==> src/rtl/stepper_position_conductor_assert.svh <==
// Assertion macros for the stepper position conductor.
// Each macro expects a clock named aclk and an active-low reset named aresetn in scope.
`ifndef STEPPER_POSITION_CONDUCTOR_ASSERT_SVH
`define STEPPER_POSITION_CONDUCTOR_ASSERT_SVH

// The consequent must hold in the same cycle as the antecedent.
`define SPC_ASSERT_NOW(label, ante, cons, msg) \
    label: assert property (@(posedge aclk) disable iff (!aresetn) (ante) |-> (cons)) \
        else $error(msg);

// The consequent must hold in the cycle after the antecedent.
`define SPC_ASSERT_NEXT(label, ante, cons, msg) \
    label: assert property (@(posedge aclk) disable iff (!aresetn) (ante) |=> (cons)) \
        else $error(msg);

`endif

==> src/rtl/spc_pkg.sv <==
// Shared types, widths and codes for the stepper position conductor.
// Depends on nothing; each RTL module file refers to it by scoped names.
`default_nettype none

package spc_pkg;

    // Encoder and target positions use the low POSITION_BITS bits, sign-extended.
    localparam int POSITION_BITS = 32;
    localparam int POS_W         = 32;
    localparam int POS_SHIFT     = POS_W - POSITION_BITS;
    localparam int LIMIT_W       = 31;
    localparam int TIMEOUT_W     = 32;
    localparam int DATA_W        = 32;
    // Wide enough for a path difference plus or minus a full turn.
    localparam int DIFF_W        = 34;

    localparam logic [LIMIT_W-1:0] MAX_POS_RESET = LIMIT_W'(32767);

    typedef enum logic [1:0] {
        ACT_TICK   = 2'd0,
        ACT_UPDATE = 2'd1,
        ACT_TARGET = 2'd2,
        ACT_STOP   = 2'd3
    } action_t;

    typedef enum logic [1:0] {
        RPT_STOP = 2'd0,
        RPT_UP   = 2'd1,
        RPT_DOWN = 2'd2,
        RPT_RSVD = 2'd3
    } report_t;

    typedef enum logic [1:0] {
        CFG_MIN_POS    = 2'd0,
        CFG_MAX_POS    = 2'd1,
        CFG_MULTI_TURN = 2'd2,
        CFG_TIMEOUT_MS = 2'd3
    } cfg_index_t;

    typedef struct packed {
        logic [LIMIT_W-1:0]   min_pos;
        logic [LIMIT_W-1:0]   max_pos;
        logic                 multi_turn;
        logic [TIMEOUT_W-1:0] timeout_ms;
    } cfg_t;

    typedef struct packed {
        logic moving;
        logic timer_saturated;
    } status_t;

endpackage

`default_nettype wire

==> src/rtl/stepper_position_conductor.sv <==
// Stepper position conductor. A result reaches m_valid through the input register, then the
// result register. Throughput: one transaction per cycle; s_ready drops only while a held
// result waits on m_ready with a second transaction already registered. Configuration
// writes are always accepted, since cfg_ready is tied high.
// Synchronous active-low reset clears motion state, pipeline valids and restores
// register defaults (min 0, max 32767, linear mode, timeout disabled).
`default_nettype none

`include "stepper_position_conductor_assert.svh"

module stepper_position_conductor (
    input  wire logic                        aclk,
    input  wire logic                        aresetn,
    input  wire logic                        s_valid,
    output logic                             s_ready,
    input  wire logic [1:0]                  s_action,
    input  wire logic [spc_pkg::POS_W-1:0]   s_position,
    output logic                             m_valid,
    input  wire logic                        m_ready,
    output logic [1:0]                       m_report,
    input  wire logic                        cfg_valid,
    output logic                             cfg_ready,
    input  wire logic [1:0]                  cfg_index,
    input  wire logic [spc_pkg::DATA_W-1:0]  cfg_data
);

    spc_pkg::cfg_t    cfg;
    spc_pkg::status_t status;

    logic                       in_valid_reg, in_valid_next;
    logic [1:0]                 in_action_reg;
    logic [spc_pkg::POS_W-1:0]  in_position_reg;
    logic                       out_valid_reg, out_valid_next;
    logic [1:0]                 out_report_reg;
    logic                       advance;
    logic                       res_valid;
    logic [1:0]                 res_report;

    assign cfg_ready = 1'b1;

    spc_cfg_regs u_cfg (
        .aclk     (aclk),
        .aresetn  (aresetn),
        .wr_en    (cfg_valid),
        .wr_index (cfg_index),
        .wr_data  (cfg_data),
        .cfg      (cfg)
    );

    // The registered transaction is resolved once the result register can take its outcome.
    assign advance = in_valid_reg && (!out_valid_reg || m_ready);
    assign s_ready = !in_valid_reg || advance;

    spc_core u_core (
        .aclk       (aclk),
        .aresetn    (aresetn),
        .cfg        (cfg),
        .step       (advance),
        .action     (in_action_reg),
        .position   (in_position_reg),
        .res_valid  (res_valid),
        .res_report (res_report),
        .status     (status)
    );

    always_comb begin
        in_valid_next = in_valid_reg;
        if (s_valid && s_ready) begin
            in_valid_next = 1'b1;
        end else if (advance) begin
            in_valid_next = 1'b0;
        end
        out_valid_next = out_valid_reg;
        if (advance) begin
            out_valid_next = res_valid;
        end else if (m_ready) begin
            out_valid_next = 1'b0;
        end
    end

    always_ff @(posedge aclk) begin
        if (!aresetn) begin
            in_valid_reg  <= 1'b0;
            out_valid_reg <= 1'b0;
        end else begin
            in_valid_reg  <= in_valid_next;
            out_valid_reg <= out_valid_next;
        end
    end

    always_ff @(posedge aclk) begin
        if (s_valid && s_ready) begin
            in_action_reg   <= s_action;
            in_position_reg <= s_position;
        end
        if (advance && res_valid) begin
            out_report_reg <= res_report;
        end
    end

    assign m_valid  = out_valid_reg;
    assign m_report = out_report_reg;

    `SPC_ASSERT_NOW(a_report_code, m_valid, m_report != spc_pkg::RPT_RSVD, "reserved report code")
    `SPC_ASSERT_NOW(a_ready_stall, !s_ready, m_valid && !m_ready && in_valid_reg, "input stalled without a held result")
    `SPC_ASSERT_NEXT(a_run_sets_moving, advance && res_valid && res_report != spc_pkg::RPT_STOP, status.moving, "run report without motion")
    `SPC_ASSERT_NEXT(a_stop_clears, advance && res_valid && res_report == spc_pkg::RPT_STOP, !status.moving && !status.timer_saturated, "stop report left motion state")

endmodule

`default_nettype wire

==> src/rtl/spc_cfg_regs.sv <==
// Configuration register file for the stepper position conductor.
// Depends on spc_pkg for the register layout and index codes.
`default_nettype none

module spc_cfg_regs (
    input  wire logic                       aclk,
    input  wire logic                       aresetn,
    input  wire logic                       wr_en,
    input  wire logic [1:0]                 wr_index,
    input  wire logic [spc_pkg::DATA_W-1:0] wr_data,
    output spc_pkg::cfg_t                   cfg
);

    spc_pkg::cfg_t cfg_reg;
    spc_pkg::cfg_t cfg_next;

    always_comb begin
        cfg_next = cfg_reg;
        if (wr_en) begin
            case (spc_pkg::cfg_index_t'(wr_index))
                spc_pkg::CFG_MIN_POS:    cfg_next.min_pos = wr_data[spc_pkg::LIMIT_W-1:0];
                spc_pkg::CFG_MAX_POS:    cfg_next.max_pos = wr_data[spc_pkg::LIMIT_W-1:0];
                spc_pkg::CFG_MULTI_TURN: cfg_next.multi_turn = wr_data[0];
                spc_pkg::CFG_TIMEOUT_MS: cfg_next.timeout_ms = wr_data[spc_pkg::TIMEOUT_W-1:0];
                default:                 cfg_next = cfg_reg;
            endcase
        end
    end

    always_ff @(posedge aclk) begin
        if (!aresetn) begin
            cfg_reg.min_pos    <= '0;
            cfg_reg.max_pos    <= spc_pkg::MAX_POS_RESET;
            cfg_reg.multi_turn <= 1'b0;
            cfg_reg.timeout_ms <= '0;
        end else begin
            cfg_reg <= cfg_next;
        end
    end

    assign cfg = cfg_reg;

endmodule

`default_nettype wire

==> src/rtl/spc_core.sv <==
// Decision logic and motion state of the stepper position conductor.
// Depends on spc_pkg; one transaction is resolved per cycle in which step is high.
`default_nettype none

module spc_core (
    input  wire logic                      aclk,
    input  wire logic                      aresetn,
    input  wire spc_pkg::cfg_t             cfg,
    input  wire logic                      step,
    input  wire logic [1:0]                action,
    input  wire logic [spc_pkg::POS_W-1:0] position,
    output logic                           res_valid,
    output logic [1:0]                     res_report,
    output spc_pkg::status_t               status
);

    localparam int DW = spc_pkg::DIFF_W;
    localparam int PW = spc_pkg::POS_W;

    logic signed [PW-1:0]                current_pos_reg, current_pos_next;
    logic signed [PW-1:0]                target_pos_reg, target_pos_next;
    logic                                moving_reg, moving_next;
    logic [spc_pkg::TIMEOUT_W-1:0]       elapsed_ms_reg, elapsed_ms_next;

    logic [PW-1:0]         pos_shl;
    logic signed [PW-1:0]  pos_ext;
    logic signed [DW-1:0]  pos_w, lo_w, hi_w, clamped, cur_w;
    logic signed [DW-1:0]  direct, turn, wrapped, abs_direct, abs_wrapped;
    logic                  use_wrap, go_up, timer_full, timed_out;
    logic [spc_pkg::TIMEOUT_W-1:0] elapsed_inc;

    // Sign-extend the used low bits of the position field.
    assign pos_shl = position << spc_pkg::POS_SHIFT;
    assign pos_ext = $signed(pos_shl) >>> spc_pkg::POS_SHIFT;

    assign pos_w = DW'(pos_ext);
    assign lo_w  = $signed({{(DW-spc_pkg::LIMIT_W){1'b0}}, cfg.min_pos});
    assign hi_w  = $signed({{(DW-spc_pkg::LIMIT_W){1'b0}}, cfg.max_pos});
    assign cur_w = DW'(current_pos_reg);

    // Below min wins over above max when the limits are inverted.
    assign clamped = (pos_w < lo_w) ? lo_w : ((pos_w > hi_w) ? hi_w : pos_w);

    assign direct      = clamped - cur_w;
    assign turn        = hi_w - lo_w;
    assign wrapped     = (direct > 0) ? (direct - turn) : (direct + turn);
    assign abs_direct  = (direct < 0) ? -direct : direct;
    assign abs_wrapped = (wrapped < 0) ? -wrapped : wrapped;
    assign use_wrap    = cfg.multi_turn && (turn > 0) && (abs_wrapped < abs_direct);
    assign go_up       = use_wrap ? (wrapped > 0) : (direct > 0);

    assign timer_full  = &elapsed_ms_reg;
    assign elapsed_inc = timer_full ? elapsed_ms_reg : elapsed_ms_reg + 1'b1;
    assign timed_out   = (cfg.timeout_ms != '0) && (elapsed_inc > cfg.timeout_ms);

    always_comb begin
        current_pos_next = current_pos_reg;
        target_pos_next  = target_pos_reg;
        moving_next      = moving_reg;
        elapsed_ms_next  = elapsed_ms_reg;
        res_valid        = 1'b0;
        res_report       = spc_pkg::RPT_STOP;
        if (step) begin
            case (spc_pkg::action_t'(action))
                spc_pkg::ACT_TICK: begin
                    if (moving_reg) begin
                        elapsed_ms_next = elapsed_inc;
                        if (timed_out) begin
                            moving_next     = 1'b0;
                            elapsed_ms_next = '0;
                            res_valid       = 1'b1;
                        end
                    end
                end
                spc_pkg::ACT_UPDATE: begin
                    current_pos_next = pos_ext;
                    if (moving_reg && (pos_ext == target_pos_reg)) begin
                        moving_next     = 1'b0;
                        elapsed_ms_next = '0;
                        res_valid       = 1'b1;
                    end
                end
                spc_pkg::ACT_TARGET: begin
                    target_pos_next = clamped[PW-1:0];
                    if (direct != 0) begin
                        moving_next     = 1'b1;
                        elapsed_ms_next = '0;
                        res_valid       = 1'b1;
                        res_report      = go_up ? spc_pkg::RPT_UP : spc_pkg::RPT_DOWN;
                    end
                end
                spc_pkg::ACT_STOP: begin
                    moving_next     = 1'b0;
                    elapsed_ms_next = '0;
                    res_valid       = 1'b1;
                end
                default: begin
                    res_valid = 1'b0;
                end
            endcase
        end
    end

    always_ff @(posedge aclk) begin
        if (!aresetn) begin
            current_pos_reg <= '0;
            target_pos_reg  <= '0;
            moving_reg      <= 1'b0;
            elapsed_ms_reg  <= '0;
        end else begin
            current_pos_reg <= current_pos_next;
            target_pos_reg  <= target_pos_next;
            moving_reg      <= moving_next;
            elapsed_ms_reg  <= elapsed_ms_next;
        end
    end

    assign status.moving          = moving_reg;
    assign status.timer_saturated = timer_full;

endmodule

`default_nettype wire
==> config.mk <==
export PLATFORM = sky130hd
export DESIGN_NAME = stepper_position_conductor
export DESIGN_NICKNAME = d
export VERILOG_FILES = /design/src/rtl/spc_pkg.sv /design/src/rtl/stepper_position_conductor.sv /design/src/rtl/spc_cfg_regs.sv /design/src/rtl/spc_core.sv
export VERILOG_INCLUDE_DIRS = /design/src /design/src/rtl
export SDC_FILE = /design/constraint.sdc
export NUM_CORES = 1
export LEC_CHECK = 0
export ABC_AREA = 0
export BUFFER_PORTS_ARGS = -buffer_cell sky130_fd_sc_hd__buf_2
export CAP_MARGIN = 20
export CORE_MARGIN = 2
export CORE_UTILIZATION = 25
export CTS_CLUSTER_SIZE = 30
export DETAILED_ROUTE_END_ITERATION = 10
export GPL_TIMING_DRIVEN = 0
export PLACE_DENSITY = 0.42
export SETUP_SLACK_MARGIN = 0.2
export SLEW_MARGIN = 10
export SYNTH_ARGS = -nofsm -noshare
export SYNTH_HDL_FRONTEND = slang
export SYNTH_SLANG_ARGS = --single-unit
==> constraint.sdc <==
create_clock -name aclk -period 20.7 [get_ports aclk]
set_clock_uncertainty 0.1 [all_clocks]
set_input_delay 2.07 -clock aclk [delete_from_list [all_inputs] [get_ports aclk]]
set_output_delay 2.07 -clock aclk [all_outputs]
set_load 0.05 [all_outputs]
-- Yosys cells after proc, flatten, opt, wreduce, memory -nomap -nowiden
Cells that the tools add are included.
- bits in registers: 230
- bits of input ports: 73
- output and inout port bits: 5
- word-level logic and storage cells: 94
- $add $sub $neg: 7
- magnitude comparators: 9
- equality and inequality tests: 10
- mux-type cells: 28
- reductions and logical operators: 27
- operators by type and width (kind ; number):
    34-bit 2-to-1 mux ; 5
    32-bit 2-to-1 mux ; 5
    32-bit one-hot mux with 4 select lines ; 1
    34-bit by 1-bit > comparator with 1-bit output, second input constant ; 3
    34-bit by 1-bit less-than comparator with 1-bit output, second input constant ; 2
    34-bit negator ; 2
    32-bit > comparator ; 2
    34-bit adder ; 1
    34-bit less-than comparator ; 1
    34-bit nonzero test ; 1
    34-bit by 32-bit subtractor with 34-bit output ; 1
    34-bit subtractor ; 1
    32-bit by 1-bit adder with 32-bit output, second input constant ; 1
    32-bit equality test ; 1
    32-bit less-than comparator ; 1
    32-bit AND reduction ; 1
    32-bit nonzero test ; 1
    31-bit by 31-bit subtractor with 32-bit output ; 1
    1-bit 2-to-1 mux ; 14
    2-bit AND reduction ; 6
    2-bit equality test, second input constant ; 4
    1-bit one-hot mux with 4 select lines ; 2
    1-bit logical AND ; 7
    2-bit by 1-bit != test with 1-bit output, second input constant ; 3
    other kinds (8) ; 14

-- Logic depth before layout (Yosys ltp)
- word-level depth: 12
- mapped depth: 62
- gate-level depth less buffers: 54

-- Cells and area by module
A second synthesis with hierarchy kept.
- cell total of the unflattened synthesis: 2753
- area, all modules: 21889.7 um^2
- by module, submodules not included (module ; times used ; cells an instance ; area an instance (um^2) ; sequential area each (um^2)):
    spc_core ; 1 ; 2336 ; 17025.1 ; 1941.9
    spc_cfg_regs ; 1 ; 366 ; 3659.8 ; 1901.8
    stepper_position_conductor ; 1 ; 51 ; 1204.9 ; 1121.1

-- Least setup slack after synthesis
OpenSTA, ideal clock, no wires.
- path kind: register -> register
- start point: reg in_position_reg[25] (netlist bit)
- end point: reg out_report_reg[0] (netlist: m_report[0]) (data pin)
- library setup time: 0.145 ns
- arrival time: 12.781 ns
- data required time: 20.455 ns
- slack: 7.674 ns
- stages on the path, launching flop included: 61
- path buffers: 8
- period minus slack after synthesis: 13.026 ns
- cells stage by stage: edfxtp_1 ha_1 a21o_1 a21o_1 a21o_1 a21o_1 a21o_1 a221oi_1 o21ai_0 a211oi_1 a21oi_1 clkbuf_1 mux2i_1 nand2_1 o21ai_0 ha_1 fa_1 nor2b_1 [... 25 more ...] o211ai_1 buf_2 buf_2 o22ai_1 a22oi_1 ha_1 a21o_1 a21o_1 a21o_1 a21o_1 a21oi_1 o21a_1 a211oi_1 a311oi_1 mux2i_1 nand3_1 or4_1 o21ai_1
- cells in the longest elaborated chain, start to end: 12
- elaborated cells between the ends (all ways): 22
- those cells by class: 5 x add/sub; 7 x order compare; 7 x mux; 3 x reduce/logical
- RTL lines (element ; RTL line ; text):
    start: declaration ; stepper_position_conductor.sv:32 ; logic [spc_pkg::POS_W-1:0] in_position_reg;
    start signal: assignment ; stepper_position_conductor.sv:94 ; in_position_reg <= s_position;
    32-bit > comparator ; spc_core.sv:42 ; assign clamped = (pos_w < lo_w) ? lo_w : ((pos_w > hi_w) ? hi_w : pos_w);
    34-bit 2-to-1 mux ; spc_core.sv:42 ;
    34-bit 2-to-1 mux (*) ; spc_core.sv:42 ;
    34-bit by 32-bit subtractor with 34-bit output (*) ; spc_core.sv:44 ; assign direct = clamped - cur_w;
    34-bit adder (tied with other cells) ; spc_core.sv:46 ; assign wrapped = (direct > 0) ? (direct - turn) : (direct + turn);
    34-bit 2-to-1 mux ; spc_core.sv:46 ;
    34-bit negator or 34-bit by 1-bit less-than comparator with 1-bit output (tied branches) ; spc_core.sv:48 ; assign abs_wrapped = (wrapped < 0) ? -wrapped : wrapped;
    34-bit 2-to-1 mux ; spc_core.sv:48 ;
    34-bit less-than comparator ; spc_core.sv:49 ; assign use_wrap = cfg.multi_turn && (turn > 0) && (abs_wrapped < abs_direct);
    1-bit logical AND ; spc_core.sv:49 ;
    1-bit 2-to-1 mux ; spc_core.sv:50 ; assign go_up = use_wrap ? (wrapped > 0) : (direct > 0);
    2-bit 2-to-1 mux ; spc_core.sv:89 ; res_report = go_up ? spc_pkg::RPT_UP : spc_pkg::RPT_DOWN;
    end signal: assignment ; stepper_position_conductor.sv:97 ; out_report_reg <= res_report;
    end: declaration ; stepper_position_conductor.sv:34 ; logic [1:0] out_report_reg;
Mark *: on every way between the ends. The rest lies on a longest branch, timed or not.
A chain may end at the register's enable or synchronous reset.

-- Worst setup path in the final report
- start point: reg u_cfg.cfg_reg, in the netlist u_cfg.cfg[65]
- end point: reg out_report_reg[0] (netlist: m_report[0]) (data pin)
- cells in the longest elaborated chain, start to end: 11
- elaborated cells between the ends (all ways): 23
- those cells by class: 6 x add/sub; 7 x order compare; 6 x mux; 4 x reduce/logical
- RTL lines (element ; RTL line ; text):
    start: declaration ; spc_cfg_regs.sv:14 ; spc_pkg::cfg_t cfg_reg;
    start signal: assignment ; spc_cfg_regs.sv:37 ; cfg_reg <= cfg_next;
    32-bit less-than comparator ; spc_core.sv:42 ;
    34-bit 2-to-1 mux ; spc_core.sv:42 ;
    34-bit by 32-bit subtractor with 34-bit output ; spc_core.sv:44 ;
    34-bit adder (tied with other cells) ; spc_core.sv:46 ;
    34-bit 2-to-1 mux ; spc_core.sv:46 ;
    34-bit negator or 34-bit by 1-bit less-than comparator with 1-bit output (tied branches) ; spc_core.sv:48 ;
    34-bit 2-to-1 mux ; spc_core.sv:48 ;
    34-bit less-than comparator ; spc_core.sv:49 ;
    1-bit logical AND ; spc_core.sv:49 ;
    1-bit 2-to-1 mux ; spc_core.sv:50 ;
    2-bit 2-to-1 mux ; spc_core.sv:89 ;
Several ways; a longest one is shown, not always the timed one.

==> results.tsv <==
metric	value	unit
status	completed	
die_area	0.09200	sq mm
ant_nets	0	
min_period_over_period	83.29	%
drc	0	
p_leak	9.474	nW
crit_fanout	10	
cts_tree	yes	
period_needed	17.24	ns
cp-end-kind	register	
ir_worst_vdd	0.05938	mV
wl_per_cell	19.98	um
core-area	0.08865	sq mm
syn_inst	2997	
r2r-end	m_report[0]	
wirelength	85850	um
grt_pass1_wl	130000	um
grt_max_degree	27	
holdPathStages	2	
synth_top_family_by_area	compound AO/OA/AOI/OAI gates	
maxCapViolations	0	
core.rowCount	109	
hold_class	reg2reg	
max_stage_delay	0.60	ns
rr_startpoint	u_cfg.cfg[65]	
max_slew_margin	25.23	%
holdWs	0.3602	ns
synth_compound_area_share	25.53	%
largest_reg_flops	95	
synth_edf_count	36	
reg2reg_depth	59	
rsz0062_at_grt	false	
async_flop_share	0	%
clock-sinks	230	
post_cts_buffers	0	
dieWidth	303.3	um
dp.cells	4244	
layout-drive-gt1-share	6.034	%
fmax	58.00	MHz
path_clk_slew	0.06	ns
dp.final_hpwl	72140	um
drt_pre_antenna_iters	5	
track_usage	18.26	%
synth_xor_area_share	7.743	%
reg2reg_slack	3.46	ns
fin_util	28.52	%
synth_area	0.02240	sq mm
finalNonFillerCells	4297	
synth-seq-cells	230	
cts_buffer_depth	3	
ys_warn_count	0	
numCtsBuffers	28	
viasPerCell	5.055	
synth_fa_ha_area_share	12.95	%
layout_setup_ws	3.460	ns
area_growth	12.89	%
power_density	118.6	mW/mm^2
cp-startpoint	u_cfg.cfg[65]	
top_level_ports	78	
critPathKind	reg2reg	
setup_tns	0	ns
grt_pass1_vias	21338	
syn_avg_cell_area	7.473	sq um
yosys.area_share.simple	24.37	%
ys_seq_area_share	22.17	%
cts-root-buf	clkbuf_16	
setup-violations-final	0	
antenna_cells	0	
via_count	21721	
grt-ovfl-total	0	
cts_resized	0	
critPathRequiredTime	20.99	ns
antenna_found_initial	2	
critPathLaunchType	register	
cts_max_level	1	
hold_violations	0	
slew_violations	0	
start_util	25.26	%
worst_pin_slew	1.112	ns
final_common_cell	nand2_1	
cp_slowest_cell	a311oi_1	
postCtsHoldBufs	0	
cp.arrival	17.53	ns
insertion_delay	0.57	ns
finalNetCount	3413	
drt_iter0_markers	1359	
die_y	303.3	um
place_congestion	0.8726	
layout_common_cells	nand2_1, ha_1, a21oi_1, dfxtp_1, nor2_1	
ys_types	90	
ys.flop_type	dfxtp_1	
critPathCapture	m_report[0]	
io_buffers	76	
pre_cts_slack	3.241	ns
cp_common_cell	o21ai_0	
synth_mux_area_share	1.844	%
[synthesized netlist by cell type, types with 7 or more instances]
master     number  area share, %
a21boi_0      139            4.7
o2111ai_1       9           0.35
mux2i_1        39            1.7
nand4_1        75            2.1
o22ai_1        24           0.67
nand3_1       142            3.2
nand3b_1       18           0.60
inv_1         162            2.7
edfxtp_1       36            4.8
o31a_1          7           0.27
o31ai_1        13           0.44
a31oi_1        21           0.59
nor2_1        177            3.0
o21bai_1        8           0.27
o21a_1         30            1.0
nand2b_1       22           0.61
or3_1          16           0.45
o21ai_1         8           0.18
a21o_1         86            2.9
a211oi_1       31            1.0
nor3_1         66            1.5
nand2_1       445            7.5
or4_1          10           0.34
ha_1          227             13
o221ai_1       32            1.3
dfxtp_1       194             17
a21oi_1       194            4.3
nor2b_1        24           0.67
nor4_1         33           0.92
xor2_1         66            2.6
and2_1         24           0.67
and3_1         28           0.78
clkbuf_1      133            2.2
o21ai_0       133            3.0
or2_2          18           0.50
o211ai_1       39            1.3
xnor2_1       132            5.2
[metal layers]
metal / share of wire (%) / global-route usage, % / routed length, um
met5: 0 / 0 / 0
met4: 2.2 / 4.248 / 1871
met3: 2.8 / 1.149 / 2442
met2: 49 / 32.95 / 42150
met1: 46 / 23.68 / 39390
[critical path, delay by kind of cell, from the launching register on]
kind	cells	cell delay [ns]
adders and majority gates	5	1.55
buffers and inverters	10	3.37
xor gates and xnor gates	1	0.14
DFF	1	0.44
muxes	1	0.35
and+or+nand+nor	15	4.21
AOI/OAI and AO/OA	27	6.80
[kinds of logic (layout without fill, tap and decap cells)]
family          Yosys count  count (layout)
compound gates          849             849
xor+xnor                198             198
fa+ha+maj               230             230
buf+inv                 308             442
flops                   230             230
mux                      41              41
other cells               2               3
simple gates           1139            1139
[layout make-up]
class | instances | area, sq um
fill | 9887 | 63360
tap | 1165 | 1458
buffer | 145 | 588.1
inverter | 163 | 611.8
multi-input combinational | 2460 | 16240
timing repair buffer | 82 | 436.7
sequential | 230 | 4965
clock inverter | 14 | 151.4
clock buffer | 38 | 830.8
[where the power goes]
part	total, mW	leakage [nW]	internal (mW)	switching [mW]
clock	0.530	0.490	0.318	0.213
sequential	0.488	1.93	0.468	0.0199
combinational	1.98	7.06	0.749	1.23
total	3.00	9.47	1.53	1.46
[worst min-delay path by stage]
stage / start / endpoint / slack [ns]
finish: u_core.current_pos_reg[26] / u_core.current_pos_reg[26] / 0.36
global route: u_core.current_pos_reg[26] / u_core.current_pos_reg[26] / 0.38
CTS: u_core.elapsed_ms_reg[15] / u_core.elapsed_ms_reg[15] / 0.37
detailed placement: u_core.elapsed_ms_reg[15] / u_core.elapsed_ms_reg[15] / 0.36
global placement: u_core.current_pos_reg[8] / u_core.current_pos_reg[8] / 0.35
floorplan: u_core.elapsed_ms_reg[15] / u_core.elapsed_ms_reg[15] / 0.34
[through the flow]
stage	instance area, sq um	power, mW
6_report	25280	2.998
5_1_grt	25280	3.283
4_1_cts	25280	3.005
3_5_place_dp	24300	2.456
3_3_place_gp	24240	2.467
2_1_floorplan	22400	1.960
(Power assumes the default switching activity.)
